<file path="src/lmfs_pkg.sv">
package lmfs_pkg;

  localparam logic [2:0] CMD_PUT   = 3'd0;
  localparam logic [2:0] CMD_GET   = 3'd1;
  localparam logic [2:0] CMD_SWAP  = 3'd2;
  localparam logic [2:0] CMD_CLEAR = 3'd3;
  localparam logic [2:0] CMD_SCAN  = 3'd4;

  // coordinates are at most 64 wide
  localparam int COORD_W = 6;

  typedef enum logic [2:0] {
    OP_PUT,
    OP_GET,
    OP_SWAP,
    OP_CLEAR,
    OP_SCAN,
    OP_NOP
  } op_t;

  typedef enum logic [1:0] {
    BS_IDLE,
    BS_MOD,
    BS_RESP
  } back_state_t;

  typedef struct packed {
    op_t                op;
    logic               in_rng;
    logic               pv;
    logic [COORD_W-1:0] x;
    logic [COORD_W-1:0] y;
  } item_t;

  typedef struct packed {
    logic        strobe;
    logic        pixel_read;
    logic        row_valid;
    logic [3:0]  row_index;
    logic [15:0] cathode_bits;
  } result_t;

endpackage

</file>
<file path="src/lmfs_ram.sv">
module lmfs_ram #(
  parameter int WIDTH = 16,
  parameter int DEPTH = 32
) (
  input  logic                     clk,
  input  logic                     we,
  input  logic [$clog2(DEPTH)-1:0] waddr,
  input  logic [WIDTH-1:0]         wdata,
  input  logic [$clog2(DEPTH)-1:0] raddr,
  output logic [WIDTH-1:0]         rdata
);

  logic [WIDTH-1:0] mem_r [DEPTH];

  always_ff @(posedge clk) begin
    if (we) begin
      mem_r[waddr] <= wdata;
    end
    rdata <= mem_r[raddr];
  end

endmodule

</file>
<file path="src/lmfs_front.sv">
module lmfs_front #(
  parameter int COLUMNS = 16,
  parameter int ROWS    = 16
) (
  input  logic              [2:0] in_cmd,
  input  logic signed       [7:0] in_pos_x,
  input  logic signed       [7:0] in_pos_y,
  input  logic                    in_pixel_value,
  output lmfs_pkg::item_t         item
);

  import lmfs_pkg::*;

  logic x_ok;
  logic y_ok;

  assign x_ok = !in_pos_x[7] && ($unsigned(in_pos_x) < 8'(COLUMNS));
  assign y_ok = !in_pos_y[7] && ($unsigned(in_pos_y) < 8'(ROWS));

  always_comb begin
    item.in_rng = x_ok && y_ok;
    item.pv     = in_pixel_value;
    item.x      = in_pos_x[COORD_W-1:0];
    item.y      = in_pos_y[COORD_W-1:0];
    case (in_cmd)
      CMD_PUT:   item.op = OP_PUT;
      CMD_GET:   item.op = OP_GET;
      CMD_SWAP:  item.op = OP_SWAP;
      CMD_CLEAR: item.op = OP_CLEAR;
      CMD_SCAN:  item.op = OP_SCAN;
      default:   item.op = OP_NOP;
    endcase
  end

endmodule

</file>
<file path="src/lmfs_queue.sv">
module lmfs_queue (
  input  logic            clk,
  input  logic            rst_n,
  input  logic            push,
  input  lmfs_pkg::item_t push_item,
  output logic            full,
  input  logic            pop,
  output logic            head_valid,
  output lmfs_pkg::item_t head_item
);

  import lmfs_pkg::*;

  item_t      slot_r [2];
  logic       wr_ptr_r;
  logic       wr_ptr_nxt;
  logic       rd_ptr_r;
  logic       rd_ptr_nxt;
  logic [1:0] cnt_r;
  logic [1:0] cnt_nxt;

  assign full       = (cnt_r == 2'd2);
  assign head_valid = (cnt_r != 2'd0);
  assign head_item  = slot_r[rd_ptr_r];

  always_comb begin
    wr_ptr_nxt = wr_ptr_r ^ push;
    rd_ptr_nxt = rd_ptr_r ^ pop;
    cnt_nxt    = cnt_r + 2'(push) - 2'(pop);
  end

  always_ff @(posedge clk) begin
    if (push) begin
      slot_r[wr_ptr_r] <= push_item;
    end
    if (!rst_n) begin
      wr_ptr_r <= 1'b0;
      rd_ptr_r <= 1'b0;
      cnt_r    <= 2'd0;
    end else begin
      wr_ptr_r <= wr_ptr_nxt;
      rd_ptr_r <= rd_ptr_nxt;
      cnt_r    <= cnt_nxt;
    end
  end

endmodule

</file>
<file path="src/lmfs_back.sv">
module lmfs_back #(
  parameter int COLUMNS = 16,
  parameter int ROWS    = 16,
  parameter int BUFFERS = 2
) (
  input  logic              clk,
  input  logic              rst_n,
  input  logic              head_valid,
  input  lmfs_pkg::item_t   head_item,
  output logic              pop,
  input  logic              cfg_valid,
  input  logic              cfg_data,
  output lmfs_pkg::result_t res
);

  import lmfs_pkg::*;

  localparam int DEPTH  = BUFFERS * ROWS;
  localparam int ADDR_W = $clog2(DEPTH);
  localparam int ROW_W  = $clog2(ROWS);
  localparam int COL_W  = $clog2(COLUMNS);
  localparam int HALF   = COLUMNS / 2;

  back_state_t state_r;
  back_state_t state_nxt;

  item_t             cur_r;
  logic [ADDR_W-1:0] addr_r;
  logic [ROW_W-1:0]  row_r;
  logic              buf_r;
  logic [DEPTH-1:0]  valid_r;
  logic [DEPTH-1:0]  valid_nxt;
  logic [1:0]        fill_r;
  logic [1:0]        fill_nxt;
  logic              fsel_r;
  logic              fsel_nxt;
  logic              dbuf_r;
  logic [ROW_W-1:0]  scan_r;
  logic [ROW_W-1:0]  scan_nxt;
  result_t           res_r;
  result_t           res_nxt;

  logic              dbl;
  logic              front_b;
  logic              back_b;
  logic              head_buf;
  logic [ROW_W-1:0]  head_row;
  logic [ADDR_W-1:0] raddr;
  logic              needs_mem;
  logic [COLUMNS-1:0] rdata;
  logic [COLUMNS-1:0] eff_word;
  logic [COLUMNS-1:0] mod_word;
  logic [COLUMNS-1:0] seq;
  logic              ram_we;

  assign dbl      = (BUFFERS >= 2) && dbuf_r;
  assign front_b  = dbl && fsel_r;
  assign back_b   = dbl && !fsel_r;
  assign head_buf = (head_item.op == OP_PUT) ? back_b : front_b;
  assign head_row = (head_item.op == OP_SCAN) ? scan_r : head_item.y[ROW_W-1:0];
  assign raddr    = head_buf ? ADDR_W'(ROWS) + ADDR_W'(head_row) : ADDR_W'(head_row);
  assign needs_mem = (head_item.op == OP_SCAN) ||
                     (((head_item.op == OP_PUT) || (head_item.op == OP_GET)) &&
                      head_item.in_rng);
  assign pop      = (state_r == BS_IDLE) && head_valid;
  assign eff_word = valid_r[addr_r] ? rdata : {COLUMNS{fill_r[buf_r]}};
  assign res      = res_r;

  lmfs_ram #(
    .WIDTH(COLUMNS),
    .DEPTH(DEPTH)
  ) u_ram (
    .clk  (clk),
    .we   (ram_we),
    .waddr(addr_r),
    .wdata(mod_word),
    .raddr(raddr),
    .rdata(rdata)
  );

  always_comb begin
    mod_word = eff_word;
    mod_word[cur_r.x[COL_W-1:0]] = cur_r.pv;
  end

  // shift order: columns HALF-1..0, then COLUMNS-1..HALF; last shifted lands in bit 0
  always_comb begin
    for (int k = 0; k < COLUMNS; k++) begin
      if (k < HALF) begin
        seq[COLUMNS-1-k] = !eff_word[HALF-1-k];
      end else begin
        seq[COLUMNS-1-k] = !eff_word[COLUMNS-1-(k-HALF)];
      end
    end
  end

  always_comb begin
    state_nxt = state_r;
    case (state_r)
      BS_IDLE: begin
        if (pop && needs_mem) begin
          state_nxt = (head_item.op == OP_PUT) ? BS_MOD : BS_RESP;
        end
      end
      BS_MOD:  state_nxt = BS_IDLE;
      BS_RESP: state_nxt = BS_IDLE;
      default: state_nxt = BS_IDLE;
    endcase
  end

  always_comb begin
    res_nxt   = '0;
    ram_we    = 1'b0;
    valid_nxt = valid_r;
    fill_nxt  = fill_r;
    fsel_nxt  = fsel_r;
    scan_nxt  = scan_r;
    case (state_r)
      BS_IDLE: begin
        if (pop && !needs_mem) begin
          res_nxt.strobe = 1'b1;
          if ((head_item.op == OP_SWAP) && dbl) begin
            fsel_nxt = !fsel_r;
          end
          if (head_item.op == OP_CLEAR) begin
            fill_nxt[back_b] = head_item.pv;
            for (int i = 0; i < DEPTH; i++) begin
              if ((i >= ROWS) == back_b) begin
                valid_nxt[i] = 1'b0;
              end
            end
          end
        end
      end
      BS_MOD: begin
        res_nxt.strobe  = 1'b1;
        ram_we          = 1'b1;
        valid_nxt[addr_r] = 1'b1;
      end
      BS_RESP: begin
        res_nxt.strobe = 1'b1;
        if (cur_r.op == OP_SCAN) begin
          res_nxt.row_valid    = 1'b1;
          res_nxt.row_index    = 4'(row_r);
          res_nxt.cathode_bits = 16'(seq);
          scan_nxt = (row_r == ROW_W'(ROWS - 1)) ? '0 : row_r + 1'b1;
        end else begin
          res_nxt.pixel_read = eff_word[cur_r.x[COL_W-1:0]];
        end
      end
      default: res_nxt = '0;
    endcase
    if (cfg_valid && !cfg_data) begin
      fsel_nxt = 1'b0;
    end
  end

  always_ff @(posedge clk) begin
    if (pop) begin
      cur_r  <= head_item;
      addr_r <= raddr;
      row_r  <= head_row;
      buf_r  <= head_buf;
    end
    if (!rst_n) begin
      state_r <= BS_IDLE;
      valid_r <= '0;
      fill_r  <= '0;
      fsel_r  <= 1'b0;
      dbuf_r  <= 1'b1;
      scan_r  <= '0;
      res_r   <= '0;
    end else begin
      state_r <= state_nxt;
      valid_r <= valid_nxt;
      fill_r  <= fill_nxt;
      fsel_r  <= fsel_nxt;
      scan_r  <= scan_nxt;
      res_r   <= res_nxt;
      if (cfg_valid) begin
        dbuf_r <= cfg_data;
      end
    end
  end

endmodule

</file>
<file path="src/led_matrix_framebuffer_scan.sv">
// Path: swap, clear, unused codes and out-of-range put/get pass the command queue and the
//   result register; in-range put/get and scan row also pass a frame RAM read in between.
// Throughput: one command per cycle for non-memory commands while no frame RAM command
//   is in the back end; a two-entry command queue absorbs bursts.
// Reset (rst_n low, synchronous): both buffers read as zero, buffer 0 is front,
//   scan row 0, double buffering on. No clearing pass. Results cannot be stalled.
module led_matrix_framebuffer_scan #(
  parameter int COLUMNS = 16,
  parameter int ROWS    = 16,
  parameter int BUFFERS = 2
) (
  input  logic              clk,
  input  logic              rst_n,
  input  logic              start,
  output logic              busy,
  input  logic        [2:0] in_cmd,
  input  logic signed [7:0] in_pos_x,
  input  logic signed [7:0] in_pos_y,
  input  logic              in_pixel_value,
  output logic              out_strobe,
  output logic              out_pixel_read,
  output logic              out_row_valid,
  output logic        [3:0] out_row_index,
  output logic       [15:0] out_cathode_bits,
  input  logic              cfg_valid,
  output logic              cfg_ready,
  input  logic              cfg_double_buffer_on
);

  import lmfs_pkg::*;

  item_t   in_item;
  item_t   head_item;
  logic    head_valid;
  logic    q_full;
  logic    pop;
  result_t res;

  assign busy      = q_full;
  assign cfg_ready = 1'b1;

  lmfs_front #(
    .COLUMNS(COLUMNS),
    .ROWS   (ROWS)
  ) u_front (
    .in_cmd        (in_cmd),
    .in_pos_x      (in_pos_x),
    .in_pos_y      (in_pos_y),
    .in_pixel_value(in_pixel_value),
    .item          (in_item)
  );

  lmfs_queue u_queue (
    .clk       (clk),
    .rst_n     (rst_n),
    .push      (start && !q_full),
    .push_item (in_item),
    .full      (q_full),
    .pop       (pop),
    .head_valid(head_valid),
    .head_item (head_item)
  );

  lmfs_back #(
    .COLUMNS(COLUMNS),
    .ROWS   (ROWS),
    .BUFFERS(BUFFERS)
  ) u_back (
    .clk       (clk),
    .rst_n     (rst_n),
    .head_valid(head_valid),
    .head_item (head_item),
    .pop       (pop),
    .cfg_valid (cfg_valid && cfg_ready),
    .cfg_data  (cfg_double_buffer_on),
    .res       (res)
  );

  assign out_strobe       = res.strobe;
  assign out_pixel_read   = res.pixel_read;
  assign out_row_valid    = res.row_valid;
  assign out_row_index    = res.row_index;
  assign out_cathode_bits = res.cathode_bits;

endmodule

</file>
<file path="config.mk">
export PLATFORM = sky130hd
export DESIGN_NAME = led_matrix_framebuffer_scan
export DESIGN_NICKNAME = d
export VERILOG_FILES = /design/src/lmfs_pkg.sv /design/src/lmfs_ram.sv /design/src/lmfs_front.sv /design/src/lmfs_queue.sv /design/src/lmfs_back.sv /design/src/led_matrix_framebuffer_scan.sv
export SDC_FILE = /design/constraint.sdc
export NUM_CORES = 1
export LEC_CHECK = 0
export BUFFER_PORTS_ARGS = -buffer_cell sky130_fd_sc_hd__buf_2
export CORE_MARGIN = 10
export CORE_UTILIZATION = 35
export DETAILED_ROUTE_END_ITERATION = 16
export GPL_TIMING_DRIVEN = 0
export SKIP_CTS_REPAIR_TIMING = 1
export SYNTH_ARGS = -nofsm -noshare
export SYNTH_HDL_FRONTEND = slang
export SYNTH_SLANG_ARGS = --single-unit
</file>
<file path="constraint.sdc">
create_clock -name clk -period 8.83 [get_ports clk]
set_input_delay 0.883 -clock clk [delete_from_list [all_inputs] [get_ports clk]]
set_output_delay 0.883 -clock clk [all_outputs]
set_load 0.02 [all_outputs]
</file>
==> results.sh <==
export IMPL_status="finished, final reports clean"
export IMPL_remaining_drc_errors=0
export IMPL_vias=14032
export IMPL_fin_skew_ns=0.0229
export IMPL_synthArstFlopShare=0
export IMPL_final_util=0.411
export IMPL_gr_total_overflow=0
export IMPL_antenna_cells=0
export IMPL_worst_slew_pin_slew_ns=1.33
export IMPL_drt_iter0_drc=1535
export IMPL_syn_cell_area_um2=25000
export IMPL_synth_most_common_cell="edfxtp_1"
export IMPL_min_path_cells=2
export IMPL_worstPathCellList="buf_6 -> buf_2 -> mux2_2 -> nor3_2 -> mux2i_1 -> nand2_1 -> clkbuf_1 -> a311oi_1 -> a22oi_1 -> nand4_1"
export IMPL_power_switching_mw=3.23
export IMPL_die_w_um=287
export IMPL_cts_tree="built"
export IMPL_critical_path_depth=10
export IMPL_syn_avg_cell_area_um2=17.4
export IMPL_cp_arrival_ns=4.98
export IMPL_clock_fmax_ghz=0.225
export IMPL_cts_sinks=637
export IMPL_via_per_inst=5.48
export IMPL_rows=97
export IMPL_maxCapViolCount=0
export IMPL_synthDistinctLibCells=69
export IMPL_cp_top_family="multiplexers"
export IMPL_layout_drive_gt1_share=0.242
export IMPL_multi_input_area_um2=6240
export IMPL_cts_buffers_inserted=66
export IMPL_combPwrFrac=0.305
export IMPL_synth_top_area_frac=0.662
export IMPL_power_leakage_nw=9.43
export IMPL_clkTransAtPathRegs_ns=0.06
export IMPL_register_area_um2=18300
export IMPL_placed_cells=2446
export IMPL_cts_max_path_buffers=3
export IMPL_power_internal_mw=6.34
export IMPL_cp_num_buf_inv=3
export IMPL_p_per_area_nw_per_um2=331
export IMPL_slew_viol_final=0
export IMPL_io_buffers=48
export IMPL_critPathSlowestCell="mux2i_1"
export IMPL_clk_latency_ns=0.60
export IMPL_rsz0062_at_grt="no"
export IMPL_critPathMaxFanout=10
export IMPL_worst_setup_path_type="reg -> reg"
export IMPL_hold_class="reg -> reg"
export IMPL_synth_nets=1472
export IMPL_wl_per_cell_um=25.2
export IMPL_r2r_cells=10
export IMPL_nNetsFinal=1613
export IMPL_cpPeakStageDelay_ns=1.07
export IMPL_area_growth_pct=15.8
export IMPL_grt_pass1_wl_um=95500
export IMPL_seqPwrFrac=0.411
export IMPL_ys_seq_area_frac=0.731
export IMPL_r2r_setup_slack_ns=4.39
export IMPL_io_pins=50
export IMPL_htree_num_levels=3
export IMPL_p_sw_frac=0.338
export IMPL_clkPwrFrac=0.283
export IMPL_hold_slack_ns=0.470
export IMPL_cp_required_ns=9.37
export IMPL_min_period_ns=4.44
export IMPL_setup_violations_final=0
export IMPL_startpoint_type="flop"
export IMPL_coreArea_um2=70400
export IMPL_synthCells=1435
export IMPL_place_gp_congestion=0.861
export IMPL_antenna_found_initial=0
export IMPL_period_share=0.503
export IMPL_cts_root_buf="clkbuf_16"
export IMPL_dr_pass1_iters=5
export IMPL_ys_ff_latch=637
export IMPL_grt_max_degree=33
export IMPL_crit_path_end_kind="flop"
export IMPL_initial_core_util=0.355
export IMPL_grt_pass1_vias=14220
export IMPL_yosysWarnings=0
export IMPL_die_y_um=287
export IMPL_num_fill_cells=6292
export IMPL_track_usage=0.156
export IMPL_synth_area_leaders="edfxtp_1 (66%), mux4_2 (9.1%), dfxtp_1 (6.9%), nor2_1 (1.5%), a22oi_1 (1.4%)"
export IMPL_fin_cells=2562
export IMPL_maxSlewHeadroom=0.110
export IMPL_synth_top_area_cell="edfxtp_1"
export IMPL_die_area_um2=82500
export IMPL_postRouteAntennaNets=0
export IMPL_hpwl_um=42700
export IMPL_yosys_most_used_dff="edfxtp_1"
export IMPL_synthTopCellsByCount="edfxtp_1 (551), mux4_2 (101), nor2_1 (101), nand2_1 (89), dfxtp_1 (86)"
export IMPL_final_hold_viol_count=0
export IMPL_fin_setup_tns_ns=0
export IMPL_routed_wirelength_um=64600
export IMPL_irDropWorstVdd_uv=181
export IMPL_synth_edf_count=551
-- cell usage in the layout, fill, tap and decap left out, drive strengths merged, types with 3 or more instances in the layout --
cell type,Yosys,layout
edfxtp,551,551
clkbuf,44,139
buf,46,119
nor2,102,102
mux4,101,101
nand2,89,89
dfxtp,86,86
a22oi,48,48
nor3b,36,36
mux2,33,33
a21oi,33,33
a311oi,32,32
a2111oi,32,32
o21ai,23,23
nand4,20,20
mux2i,19,19
inv,16,19
o21a,16,16
clkinv,0,15
ha,12,12
nor3,11,11
and2,10,10
nand2b,9,9
nor2b,9,9
nand3,7,7
a31oi,7,7
and3,5,5
xnor2,4,4
or3b,3,3
o211ai,3,3
-- per-stage QoR --
| step | setup WS (ns) | instance area [µm²] | power (mW) |
|---|---|---|---|
| floorplan | 5.77 | 25000 | 5.71 |
| detailed placement | 4.48 | 26800 | 6.90 |
| finish | 4.39 | 29000 | 9.57 |
| CTS | 4.37 | 28900 | 9.62 |
| global route | 4.24 | 29000 | 9.94 |
| global placement | 4.37 | 26400 | 6.84 |
-- kinds of logic (layout without fill, tap and decap cells) --
group | after synthesis | after routing | synth area share
xor+xnor | 5 | 5 | 0.00175
simple gates | 313 | 313 | 0.0622
other cells | 1 | 1 | 0.000150
buf+inv | 106 | 293 | 0.0224
fa+ha+maj | 12 | 12 | 0.00601
flops | 637 | 637 | 0.731
mux | 153 | 153 | 0.114
compound gates | 208 | 208 | 0.0623
-- final cells by class --
cell class	count	share of cell area
Buffer	90	0.0172
Clock buffer	95	0.0688
Clock inverter	19	0.00419
Inverter	16	0.00216
Multi-Input combinational cell	692	0.215
Sequential cell	637	0.631
Tap cell	940	0.0406
Timing Repair Buffer	73	0.0207
-- power by group through the flow --
stage / clock [mW] / sequential, mW / combinational [mW]
final: 2.71 / 3.94 / 2.92
after global routing: 2.89 / 3.95 / 3.11
after CTS: 2.77 / 3.94 / 2.92
after detailed placement: 0 / 4.00 / 2.90
after global placement: 0 / 4.00 / 2.84
after floorplan: 0 / 3.96 / 1.75
-- worst paths after layout --
path                                    startpoint                endpoint
worst max-delay path                          flop  u_back.u_ram.rdata[11]
worst min-delay path            u_back.valid_r[24]      u_back.valid_r[24]
worst max register to register                flop  u_back.u_ram.rdata[11]
worst min register to register  u_back.valid_r[24]      u_back.valid_r[24]
-- state kept, by name, indices dropped and copies added, names as in the netlist, named ones only --
register            flops
u_back.buf_r            1
u_back.fill_r           2
u_queue.slot_r         26
u_back.scan_r           4
u_back.dbl              1
u_back.res             23
u_back.cur_r            8
u_back.valid_r         32
u_back.state_r          2
u_back.fsel_r           1
u_queue.wr_ptr_r        1
u_back.row_r            3
u_queue.cnt_r           2
u_back.addr_r           1
u_back.u_ram.mem_r    512
u_queue.rd_ptr_r        1
u_back.u_ram.rdata     16
-- worst min-delay path: stages (launching register included) --
cell,delay (ns)
dfxtp_1,0.32
a21oi_1,0.04
nor2_1,0.07
-- routing by layer --
layer | routed length [µm] | GRT usage | up-vias
li1 | - | - | 6032
met1 | 27100 | 0.209 | 7256
met2 | 30800 | 0.250 | 617
met3 | 5010 | 0.0341 | 127
met4 | 1740 | 0.0492 | 0
met5 | 0 | 0 | -
Power figures use the tool's default switching activity.
